===== src/hdl/rhw_pkg.sv =====
package rhw_pkg;

    localparam int MAX_ROWS = 16;
    localparam int MAX_COLS = 16;
    localparam int ADDR_W   = $clog2(MAX_ROWS * MAX_COLS);

    localparam int POS_W  = 4;
    localparam int SIZE_W = 5;
    localparam int CNT_W  = 16;
    localparam int DIR_W  = 2;
    localparam int CFG_IDX_W = 2;

    localparam logic [CFG_IDX_W-1:0] CFG_GRID_ROWS  = 2'd0;
    localparam logic [CFG_IDX_W-1:0] CFG_GRID_COLS  = 2'd1;
    localparam logic [CFG_IDX_W-1:0] CFG_STEP_LIMIT = 2'd2;

    localparam logic [1:0] ST_EXIT  = 2'd0;
    localparam logic [1:0] ST_BACK  = 2'd1;
    localparam logic [1:0] ST_LIMIT = 2'd2;

    localparam logic [DIR_W-1:0] DIR_N = 2'd0;
    localparam logic [DIR_W-1:0] DIR_E = 2'd1;
    localparam logic [DIR_W-1:0] DIR_S = 2'd2;
    localparam logic [DIR_W-1:0] DIR_W_ = 2'd3;

    localparam logic MODE_LOAD = 1'b0;
    localparam logic MODE_WALK = 1'b1;

    typedef struct packed {
        logic             mode;
        logic [POS_W-1:0] row;
        logic [POS_W-1:0] col;
        logic             is_wall;
        logic [DIR_W-1:0] start_dir;
    } t_in_item;

    typedef struct packed {
        logic [1:0]       status;
        logic [CNT_W-1:0] moves;
        logic [POS_W-1:0] final_row;
        logic [POS_W-1:0] final_col;
        logic [DIR_W-1:0] final_dir;
    } t_out_item;

    // controller -> datapath
    typedef struct packed {
        logic cell_write;
        logic walk_init;
        logic act;
        logic finish;
    } t_cmd;

    // datapath -> controller
    typedef struct packed {
        logic at_exit;
        logic at_back;
        logic at_limit;
    } t_stat;

    function automatic logic [ADDR_W-1:0] cell_addr(input logic [POS_W-1:0] row,
                                                     input logic [POS_W-1:0] col);
        cell_addr = ADDR_W'(int'(row) * MAX_COLS + int'(col));
    endfunction

endpackage


===== src/hdl/right_hand_wall_follower.sv =====
// Channel   Direction  Handshake                    Payload
// item      in         i_start & !o_busy            i_item   (t_in_item)
// result    out        o_done, one cycle, no stall  o_result (t_out_item)
// config    in         i_cfg_valid & o_cfg_ready    i_cfg_index, i_cfg_data
//
// A load beat leaves o_busy low, so loads may come every cycle while no walk runs.
// A walk repeats a wall read, then a decide step, until it ends, with o_busy high
// from accept to the o_done beat; iterations <= step_limit.
// The iteration loop runs through the registered two-port wall store.
// Synchronous active-low reset clears the grid to open and the registers to
// rows 12, cols 12, step limit 1024. The result beat cannot be stalled.
module right_hand_wall_follower (
    input  logic                          i_clk,
    input  logic                          i_rst_n,
    input  logic                          i_start,
    output logic                          o_busy,
    input  rhw_pkg::t_in_item             i_item,
    output logic                          o_done,
    output rhw_pkg::t_out_item            o_result,
    input  logic                          i_cfg_valid,
    output logic                          o_cfg_ready,
    input  logic [rhw_pkg::CFG_IDX_W-1:0] i_cfg_index,
    input  logic [rhw_pkg::CNT_W-1:0]     i_cfg_data
);

    rhw_pkg::t_cmd  cmd;
    rhw_pkg::t_stat stat;

    assign o_cfg_ready = !o_busy;

    rhw_ctrl u_ctrl (
        .i_clk   (i_clk),
        .i_rst_n (i_rst_n),
        .i_start (i_start),
        .i_mode  (i_item.mode),
        .i_stat  (stat),
        .o_cmd   (cmd),
        .o_busy  (o_busy),
        .o_done  (o_done)
    );

    rhw_datapath u_dp (
        .i_clk       (i_clk),
        .i_rst_n     (i_rst_n),
        .i_cmd       (cmd),
        .o_stat      (stat),
        .i_item      (i_item),
        .o_result    (o_result),
        .i_cfg_we    (i_cfg_valid && o_cfg_ready),
        .i_cfg_index (i_cfg_index),
        .i_cfg_data  (i_cfg_data)
    );

endmodule


===== src/hdl/rhw_wall_store.sv =====
module rhw_wall_store (
    input  logic                       i_clk,
    input  logic                       i_rst_n,
    input  logic                       i_we,
    input  logic [rhw_pkg::ADDR_W-1:0] i_waddr,
    input  logic                       i_wdata,
    input  logic [rhw_pkg::ADDR_W-1:0] i_raddr_a,
    input  logic [rhw_pkg::ADDR_W-1:0] i_raddr_b,
    output logic                       o_rdata_a,
    output logic                       o_rdata_b
);

    localparam int DEPTH = rhw_pkg::MAX_ROWS * rhw_pkg::MAX_COLS;

    logic             r_mem [DEPTH];
    logic [DEPTH-1:0] r_valid;
    logic             r_rd_a;
    logic             r_rd_b;

    // unwritten cells read as open
    always_ff @(posedge i_clk) begin
        if (!i_rst_n) begin
            r_valid <= '0;
        end else if (i_we) begin
            r_valid[i_waddr] <= 1'b1;
        end
    end

    always_ff @(posedge i_clk) begin
        if (i_we) begin
            r_mem[i_waddr] <= i_wdata;
        end
        r_rd_a <= r_valid[i_raddr_a] & r_mem[i_raddr_a];
        r_rd_b <= r_valid[i_raddr_b] & r_mem[i_raddr_b];
    end

    assign o_rdata_a = r_rd_a;
    assign o_rdata_b = r_rd_b;

endmodule


===== src/hdl/rhw_datapath.sv =====
module rhw_datapath (
    input  logic                          i_clk,
    input  logic                          i_rst_n,
    input  rhw_pkg::t_cmd                 i_cmd,
    output rhw_pkg::t_stat                o_stat,
    input  rhw_pkg::t_in_item             i_item,
    output rhw_pkg::t_out_item            o_result,
    input  logic                          i_cfg_we,
    input  logic [rhw_pkg::CFG_IDX_W-1:0] i_cfg_index,
    input  logic [rhw_pkg::CNT_W-1:0]     i_cfg_data
);

    localparam int POS_W  = rhw_pkg::POS_W;
    localparam int SIZE_W = rhw_pkg::SIZE_W;
    localparam int CNT_W  = rhw_pkg::CNT_W;
    localparam int DIR_W  = rhw_pkg::DIR_W;

    logic [SIZE_W-1:0] r_grid_rows;
    logic [SIZE_W-1:0] r_grid_cols;
    logic [CNT_W-1:0]  r_step_limit;

    logic [SIZE_W-1:0] r_rows;
    logic [SIZE_W-1:0] r_cols;
    logic [POS_W-1:0]  r_row;
    logic [POS_W-1:0]  r_col;
    logic [DIR_W-1:0]  r_dir;
    logic [POS_W-1:0]  r_org_row;
    logic [POS_W-1:0]  r_org_col;
    logic [CNT_W-1:0]  r_moves;
    logic [CNT_W-1:0]  r_iter;
    logic [1:0]        r_status;

    logic [SIZE_W-1:0] used_rows;
    logic [SIZE_W-1:0] used_cols;
    logic [DIR_W-1:0]  dir_rt;
    logic [SIZE_W-1:0] rt_row;
    logic [SIZE_W-1:0] rt_col;
    logic [SIZE_W-1:0] st_row;
    logic [SIZE_W-1:0] st_col;
    logic              rt_in;
    logic              st_in;
    logic              rt_wall;
    logic              st_wall;
    logic              at_start;
    logic              on_border;

    always_ff @(posedge i_clk) begin
        if (!i_rst_n) begin
            r_grid_rows  <= SIZE_W'(12);
            r_grid_cols  <= SIZE_W'(12);
            r_step_limit <= CNT_W'(1024);
        end else if (i_cfg_we) begin
            case (i_cfg_index)
                rhw_pkg::CFG_GRID_ROWS:  r_grid_rows  <= i_cfg_data[SIZE_W-1:0];
                rhw_pkg::CFG_GRID_COLS:  r_grid_cols  <= i_cfg_data[SIZE_W-1:0];
                rhw_pkg::CFG_STEP_LIMIT: r_step_limit <= i_cfg_data;
                default: ;
            endcase
        end
    end

    always_comb begin
        if (r_grid_rows == '0) begin
            used_rows = SIZE_W'(1);
        end else if (int'(r_grid_rows) > rhw_pkg::MAX_ROWS) begin
            used_rows = SIZE_W'(rhw_pkg::MAX_ROWS);
        end else begin
            used_rows = r_grid_rows;
        end
        if (r_grid_cols == '0) begin
            used_cols = SIZE_W'(1);
        end else if (int'(r_grid_cols) > rhw_pkg::MAX_COLS) begin
            used_cols = SIZE_W'(rhw_pkg::MAX_COLS);
        end else begin
            used_cols = r_grid_cols;
        end
    end

    // neighbor cells; row/col -1 wraps to all ones, which fails the range check
    assign dir_rt = r_dir + DIR_W'(1);
    assign rt_row = {1'b0, r_row} + SIZE_W'(dir_rt == rhw_pkg::DIR_S)
                                  - SIZE_W'(dir_rt == rhw_pkg::DIR_N);
    assign rt_col = {1'b0, r_col} + SIZE_W'(dir_rt == rhw_pkg::DIR_E)
                                  - SIZE_W'(dir_rt == rhw_pkg::DIR_W_);
    assign st_row = {1'b0, r_row} + SIZE_W'(r_dir == rhw_pkg::DIR_S)
                                  - SIZE_W'(r_dir == rhw_pkg::DIR_N);
    assign st_col = {1'b0, r_col} + SIZE_W'(r_dir == rhw_pkg::DIR_E)
                                  - SIZE_W'(r_dir == rhw_pkg::DIR_W_);
    assign rt_in  = (rt_row < r_rows) && (rt_col < r_cols);
    assign st_in  = (st_row < r_rows) && (st_col < r_cols);

    rhw_wall_store u_store (
        .i_clk     (i_clk),
        .i_rst_n   (i_rst_n),
        .i_we      (i_cmd.cell_write && int'(i_item.row) < rhw_pkg::MAX_ROWS
                                     && int'(i_item.col) < rhw_pkg::MAX_COLS),
        .i_waddr   (rhw_pkg::cell_addr(i_item.row, i_item.col)),
        .i_wdata   (i_item.is_wall),
        .i_raddr_a (rhw_pkg::cell_addr(rt_row[POS_W-1:0], rt_col[POS_W-1:0])),
        .i_raddr_b (rhw_pkg::cell_addr(st_row[POS_W-1:0], st_col[POS_W-1:0])),
        .o_rdata_a (rt_wall),
        .o_rdata_b (st_wall)
    );

    assign at_start  = (r_row == r_org_row) && (r_col == r_org_col);
    assign on_border = (r_row == '0) || ({1'b0, r_row} == r_rows - SIZE_W'(1))
                    || (r_col == '0) || ({1'b0, r_col} == r_cols - SIZE_W'(1));

    assign o_stat.at_exit  = on_border && !at_start;
    assign o_stat.at_back  = at_start && (r_moves != '0);
    assign o_stat.at_limit = r_iter >= r_step_limit;

    always_ff @(posedge i_clk) begin
        if (i_cmd.walk_init) begin
            r_rows    <= used_rows;
            r_cols    <= used_cols;
            r_row     <= i_item.row;
            r_col     <= i_item.col;
            r_org_row <= i_item.row;
            r_org_col <= i_item.col;
            r_dir     <= i_item.start_dir;
            r_moves   <= '0;
            r_iter    <= '0;
        end else if (i_cmd.act) begin
            if (rt_in && !rt_wall) begin
                r_row   <= rt_row[POS_W-1:0];
                r_col   <= rt_col[POS_W-1:0];
                r_dir   <= dir_rt;
                r_moves <= r_moves + CNT_W'(1);
            end else if (st_in && !st_wall) begin
                r_row   <= st_row[POS_W-1:0];
                r_col   <= st_col[POS_W-1:0];
                r_moves <= r_moves + CNT_W'(1);
            end else begin
                r_dir <= r_dir - DIR_W'(1);
            end
            r_iter <= r_iter + CNT_W'(1);
        end
        if (i_cmd.finish) begin
            if (o_stat.at_exit) begin
                r_status <= rhw_pkg::ST_EXIT;
            end else if (o_stat.at_back) begin
                r_status <= rhw_pkg::ST_BACK;
            end else begin
                r_status <= rhw_pkg::ST_LIMIT;
            end
        end
    end

    assign o_result.status    = r_status;
    assign o_result.moves     = r_moves;
    assign o_result.final_row = r_row;
    assign o_result.final_col = r_col;
    assign o_result.final_dir = r_dir;

    a_iter_count: assert property (@(posedge i_clk) disable iff (!i_rst_n)
        i_cmd.act |=> r_iter == $past(r_iter) + CNT_W'(1))
        else $error("iteration count did not advance");

    a_move_pos: assert property (@(posedge i_clk) disable iff (!i_rst_n)
        i_cmd.act |=> ((r_moves != $past(r_moves)) ==
                       ({r_row, r_col} != $past({r_row, r_col}))))
        else $error("move count and position disagree");

endmodule


===== src/hdl/rhw_ctrl.sv =====
module rhw_ctrl (
    input  logic           i_clk,
    input  logic           i_rst_n,
    input  logic           i_start,
    input  logic           i_mode,
    input  rhw_pkg::t_stat i_stat,
    output rhw_pkg::t_cmd  o_cmd,
    output logic           o_busy,
    output logic           o_done
);

    typedef enum logic [1:0] {
        S_IDLE,
        S_CHECK,
        S_DECIDE
    } t_state;

    t_state r_state, n_state;
    logic   r_busy, n_busy;
    logic   r_done, n_done;
    logic   walk_end;

    assign walk_end = i_stat.at_exit || i_stat.at_back || i_stat.at_limit;

    always_comb begin
        o_cmd.cell_write = i_start && !r_busy && (i_mode == rhw_pkg::MODE_LOAD);
        o_cmd.walk_init  = i_start && !r_busy && (i_mode == rhw_pkg::MODE_WALK);
        o_cmd.act        = (r_state == S_DECIDE);
        o_cmd.finish     = (r_state == S_CHECK) && walk_end;
    end

    always_comb begin
        n_state = r_state;
        n_done  = 1'b0;
        case (r_state)
            S_IDLE: begin
                if (o_cmd.walk_init) begin
                    n_state = S_CHECK;
                end
            end
            S_CHECK: begin
                if (walk_end) begin
                    n_state = S_IDLE;
                    n_done  = 1'b1;
                end else begin
                    n_state = S_DECIDE;
                end
            end
            S_DECIDE: n_state = S_CHECK;
            default:  n_state = S_IDLE;
        endcase
        n_busy = (n_state != S_IDLE);
    end

    always_ff @(posedge i_clk) begin
        if (!i_rst_n) begin
            r_state <= S_IDLE;
            r_busy  <= 1'b0;
            r_done  <= 1'b0;
        end else begin
            r_state <= n_state;
            r_busy  <= n_busy;
            r_done  <= n_done;
        end
    end

    assign o_busy = r_busy;
    assign o_done = r_done;

    a_done_after_check: assert property (@(posedge i_clk) disable iff (!i_rst_n)
        r_done |-> $past(r_state == S_CHECK && walk_end))
        else $error("result beat without a finished walk");

    a_done_idle: assert property (@(posedge i_clk) disable iff (!i_rst_n)
        r_done |-> !r_busy)
        else $error("result beat while busy");

endmodule


===== config.mk =====
export PLATFORM = sky130hd
export DESIGN_NAME = right_hand_wall_follower
export DESIGN_NICKNAME = d
export VERILOG_FILES = /design/src/hdl/rhw_pkg.sv /design/src/hdl/right_hand_wall_follower.sv /design/src/hdl/rhw_wall_store.sv /design/src/hdl/rhw_datapath.sv /design/src/hdl/rhw_ctrl.sv
export SDC_FILE = /design/constraint.sdc
export NUM_CORES = 1
export LEC_CHECK = 0
export ABC_AREA = 1
export BUFFER_PORTS_ARGS = -buffer_cell sky130_fd_sc_hd__buf_4
export CAP_MARGIN = 15
export CELL_PAD_IN_SITES_DETAIL_PLACEMENT = 1
export CELL_PAD_IN_SITES_GLOBAL_PLACEMENT = 1
export CORE_ASPECT_RATIO = 1.5
export CORE_MARGIN = 4
export CORE_UTILIZATION = 25
export DETAILED_ROUTE_END_ITERATION = 10
export PLACE_DENSITY = 0.53
export SLEW_MARGIN = 15
export SYNTH_ARGS = -nofsm -noshare
export SYNTH_HDL_FRONTEND = slang
export SYNTH_SLANG_ARGS = --single-unit
export TNS_END_PERCENT = 5

===== constraint.sdc =====
create_clock -name i_clk -period 12.2 [get_ports i_clk]
set_clock_uncertainty 0.05 [all_clocks]
set_input_delay 0.61 -clock i_clk [delete_from_list [all_inputs] [get_ports i_clk]]
set_output_delay 0.61 -clock i_clk [all_outputs]
set_load 0.005 [all_outputs]

==> run metrics <==
status finished clean; RSZ-0062 raised after global routing false; Yosys reg bits 606; CP required 12720 ps; antenna violations before repair 1; Resize count post-CTS 0; htree depth 3; Total Wirelength 134800 um; Hold Crit Depth 3; Post-CTS Setup Bufs 0; CTS max path bufs 3; final hold vios 0; layout cells sized above 1 0.05828; clock sinks 606; worst-path fanout max 90; fmax 0.1754 GHz; Final #Nets 4369; # fillers 15.57k; syn avg cell area 7.435 um^2; Seq/Total Area, Yosys 0.4619; Overall Global Routing Usage 0.1950; setup_tns 0 ps; 1st-iter DRT viols 1519; RR Endpoint u_dp.u_store.o_rdata_b; Net Count, Synth 4467; CTS Buf Count 68; Mapped Area 0.03246 mm^2; clock latency on the worst-skew pair 670 ps; Port Buf Inserts 64; Reg2Reg Depth 20; Tightest Pin Transition 1158 ps; Pre-Repair DR Iteration Count 5; min setup slack post-route 6500 ps; Synth Instances 4366; Async SR Flop Fraction 0; IO Pins 65; global-route wire length before repair 199600 um; Arr. time, crit path 6220 ps; dpl hpwl 80000 um; min Tclk post-route 5700 ps; Reg2Reg Setup Slack 6500 ps; final worst-path cycle share 0.4672; Hold-fix buffers, CTS 0; row count 161; vias per cell 4.947; final count of negative-setup-slack endpoints 0; crit path launch type flip-flop; EDFF count, synth 286; hold endpoint u_dp.r_step_limit[10]; MaxCap Viol Count 0; synth warn 0; Die Height 449.3 um; hold_sp i_cfg_data[10]; total core area 0.1287 mm^2; Syn-to-layout area delta 12.98%; prevailing post-synth register cell dfxtp_1; PD cells 280.4 mW/mm^2; Final GP Congestion 0.7868; Die Width 302.2 um; Die ar. 0.1358 mm^2; root buf cell clkbuf_16; Relative slew margins 0.2279; clk slew on worst S/H paths 70 ps; diodes inserted 0; vias in the first global route 31.21k; clock tree from TritonCTS done; Vias 29.85k; final antenna-violating net count 0; peak supply drop 0.2728 mV; CP Capture Type flip-flop; Yosys cell types 43; Initial Utilization 0.2522; critical path class reg2reg; drt drc 0; grt total ovfl 0; routed len/inst 22.33 um; largest net degree at the start of global routing 165; Place WS 6463 ps; Max Slew Vio Count 0; Hold Path Class in2reg; R2R Path Start u_dp.r_dir[0]; Lkg Pwr 14.03 nW
per-stage QoR:
| stage | instances | hold slack, ps | util | instance area, um^2 | power [mW] |
|---|---|---|---|---|---|
| 2_1_floorplan | 4366 | 383.1 | - | 32460 | 5.838 |
| 5_1_grt | 6035 | 103.2 | 0.2849 | 36680 | 10.94 |
| 3_3_place_gp | 5909 | 395.6 | 0.2666 | 34320 | 8.103 |
| 4_1_cts | 6035 | 64.46 | 0.2849 | 36680 | 10.40 |
| 6_report | 6035 | 111.9 | 0.2849 | 36680 | 10.28 |
| 3_5_place_dp | 5909 | 402.9 | 0.2666 | 34320 | 8.133 |
how the worst max path moves through the flow:
stage | start | to | slack (ps)
finish | u_dp.r_dir[0] | u_dp.u_store.o_rdata_b | 6500
global route | u_dp.r_dir[0] | u_dp.u_store.o_rdata_b | 6060
CTS | u_dp.r_dir[0] | u_dp.u_store.o_rdata_b | 6460
detailed placement | u_dp.r_dir[0] | u_dp.u_store.o_rdata_b | 6460
global placement | u_dp.r_dir[0] | u_dp.u_store.o_rdata_b | 6540
floorplan | u_dp.r_dir[0] | u_dp.r_col[0] | 8090
registers in the layout (all words and copies together), names as in the netlist, 5 cells and up:
name and cells:
u_dp.r_grid_cols 5, u_dp.r_grid_rows 5, u_dp.r_rows 5, u_dp.r_moves 16
u_dp.r_step_limit 16, u_dp.r_iter 16, u_dp.u_store.r_valid 256, u_dp.r_cols 5
u_dp.u_store.r_mem 256
critical path, cell delays in order (launching register included):
cell and delay (ps):
edfxtp_1 550, ha_1 300, ha_1 280, inv_1 60, ha_4 630, buf_4 690, buf_4 840, buf_4 830
a21oi_1 140, o21ai_0 110, nand2_1 80, nand2_1 60, nand2_1 60, nand3_1 70, nand2_1 50, nand3_1 140
nand3_1 170, nand3_1 150, nand2_1 100, nand2_1 70, nand2_1 50
cell usage after synthesis (3+ instances only):
library cell / n / area, um^2
nand2_1: 875 / 3284
nor2_1: 705 / 2646
nand3_1: 574 / 2873
inv_1: 421 / 1580
dfxtp_1: 320 / 6406
edfxtp_1: 286 / 8588
o21ai_0: 266 / 1331
a21oi_1: 236 / 1181
clkbuf_1: 148 / 555.5
o21a_1: 100 / 750.7
buf_2: 77 / 385.4
o211ai_1: 75 / 563.0
ha_1: 63 / 788.3
buf_1: 31 / 116.4
nand4_1: 30 / 187.7
nor3_1: 25 / 125.1
xnor2_1: 18 / 157.7
buf_6: 16 / 180.2
o21ai_1: 16 / 80.08
xor2_1: 13 / 113.9
nor4_1: 9 / 56.30
buf_4: 8 / 60.06
nor3b_1: 7 / 52.55
nand2_2: 5 / 31.28
fa_1: 4 / 80.08
inv_2: 4 / 15.01
o22ai_1: 4 / 25.02
a211oi_1: 3 / 22.52
a22o_1: 3 / 26.28
a31oi_1: 3 / 18.77
o21bai_1: 3 / 22.52
or2_2: 3 / 18.77
area by class of cell:
cell class	instances	area [um^2]	share of cell area
clock buffer	99	2012	0.05486
clock inverter	27	345.3	0.009416
inverter	427	1627	0.04435
multi-input combinational	3053	14680	0.4004
sequential	606	14990	0.4088
tap	1711	2141	0.05837
timing repair buffer	112	873.3	0.02381
per-layer routing:
metal  vias to the layer above  track usage  part of all wire
met4                         0      0.07292             0.038
met5                         -            0                 0
met1                     14960       0.2228              0.41
li1                      14190            -                 -
met2                       519       0.3695              0.52
met3                       179      0.01983             0.031
cell families after synthesis:
logic type,share of synthesized area
flip-flops,0.4619
adder cells (fa/ha/maj),0.02675
AO/OA/AOI/OAI,0.1253
buffers and inverters,0.08934
XOR/XNOR,0.009366
AND/OR/NAND/NOR,0.2874
cell usage in the layout (no fill, tap or decap), types with 4 or more instances in the layout:
cell type | Yosys | final
ha_1 | 63 | 62
dfxtp_1 | 320 | 320
clkbuf_8 | 0 | 13
nor3b_1 | 7 | 7
o21ai_1 | 16 | 16
xnor2_1 | 18 | 17
edfxtp_1 | 286 | 286
clkbuf_16 | 0 | 71
o22ai_1 | 4 | 4
nor4_1 | 9 | 9
xor2_1 | 13 | 11
inv_6 | 0 | 6
o21a_1 | 100 | 100
bufinv_16 | 0 | 7
clkinv_1 | 2 | 6
o211ai_1 | 75 | 75
nor2_1 | 705 | 705
buf_4 | 8 | 108
nor3_1 | 25 | 24
o21ai_0 | 266 | 266
inv_1 | 421 | 417
a21oi_1 | 236 | 236
nand4_1 | 30 | 30
clkbuf_1 | 148 | 15
clkinv_2 | 0 | 9
nand2_2 | 5 | 6
nand3_1 | 574 | 574
nand2_1 | 875 | 873
power by group:
group	switching, mW	total, mW	leakage (nW)	internal [mW]
sequential	0.0389	2.21	5.16	2.18
combinational	4.31	5.84	7.72	1.53
clock	0.927	2.23	1.15	1.30
Power figures use the tool's default switching activity.
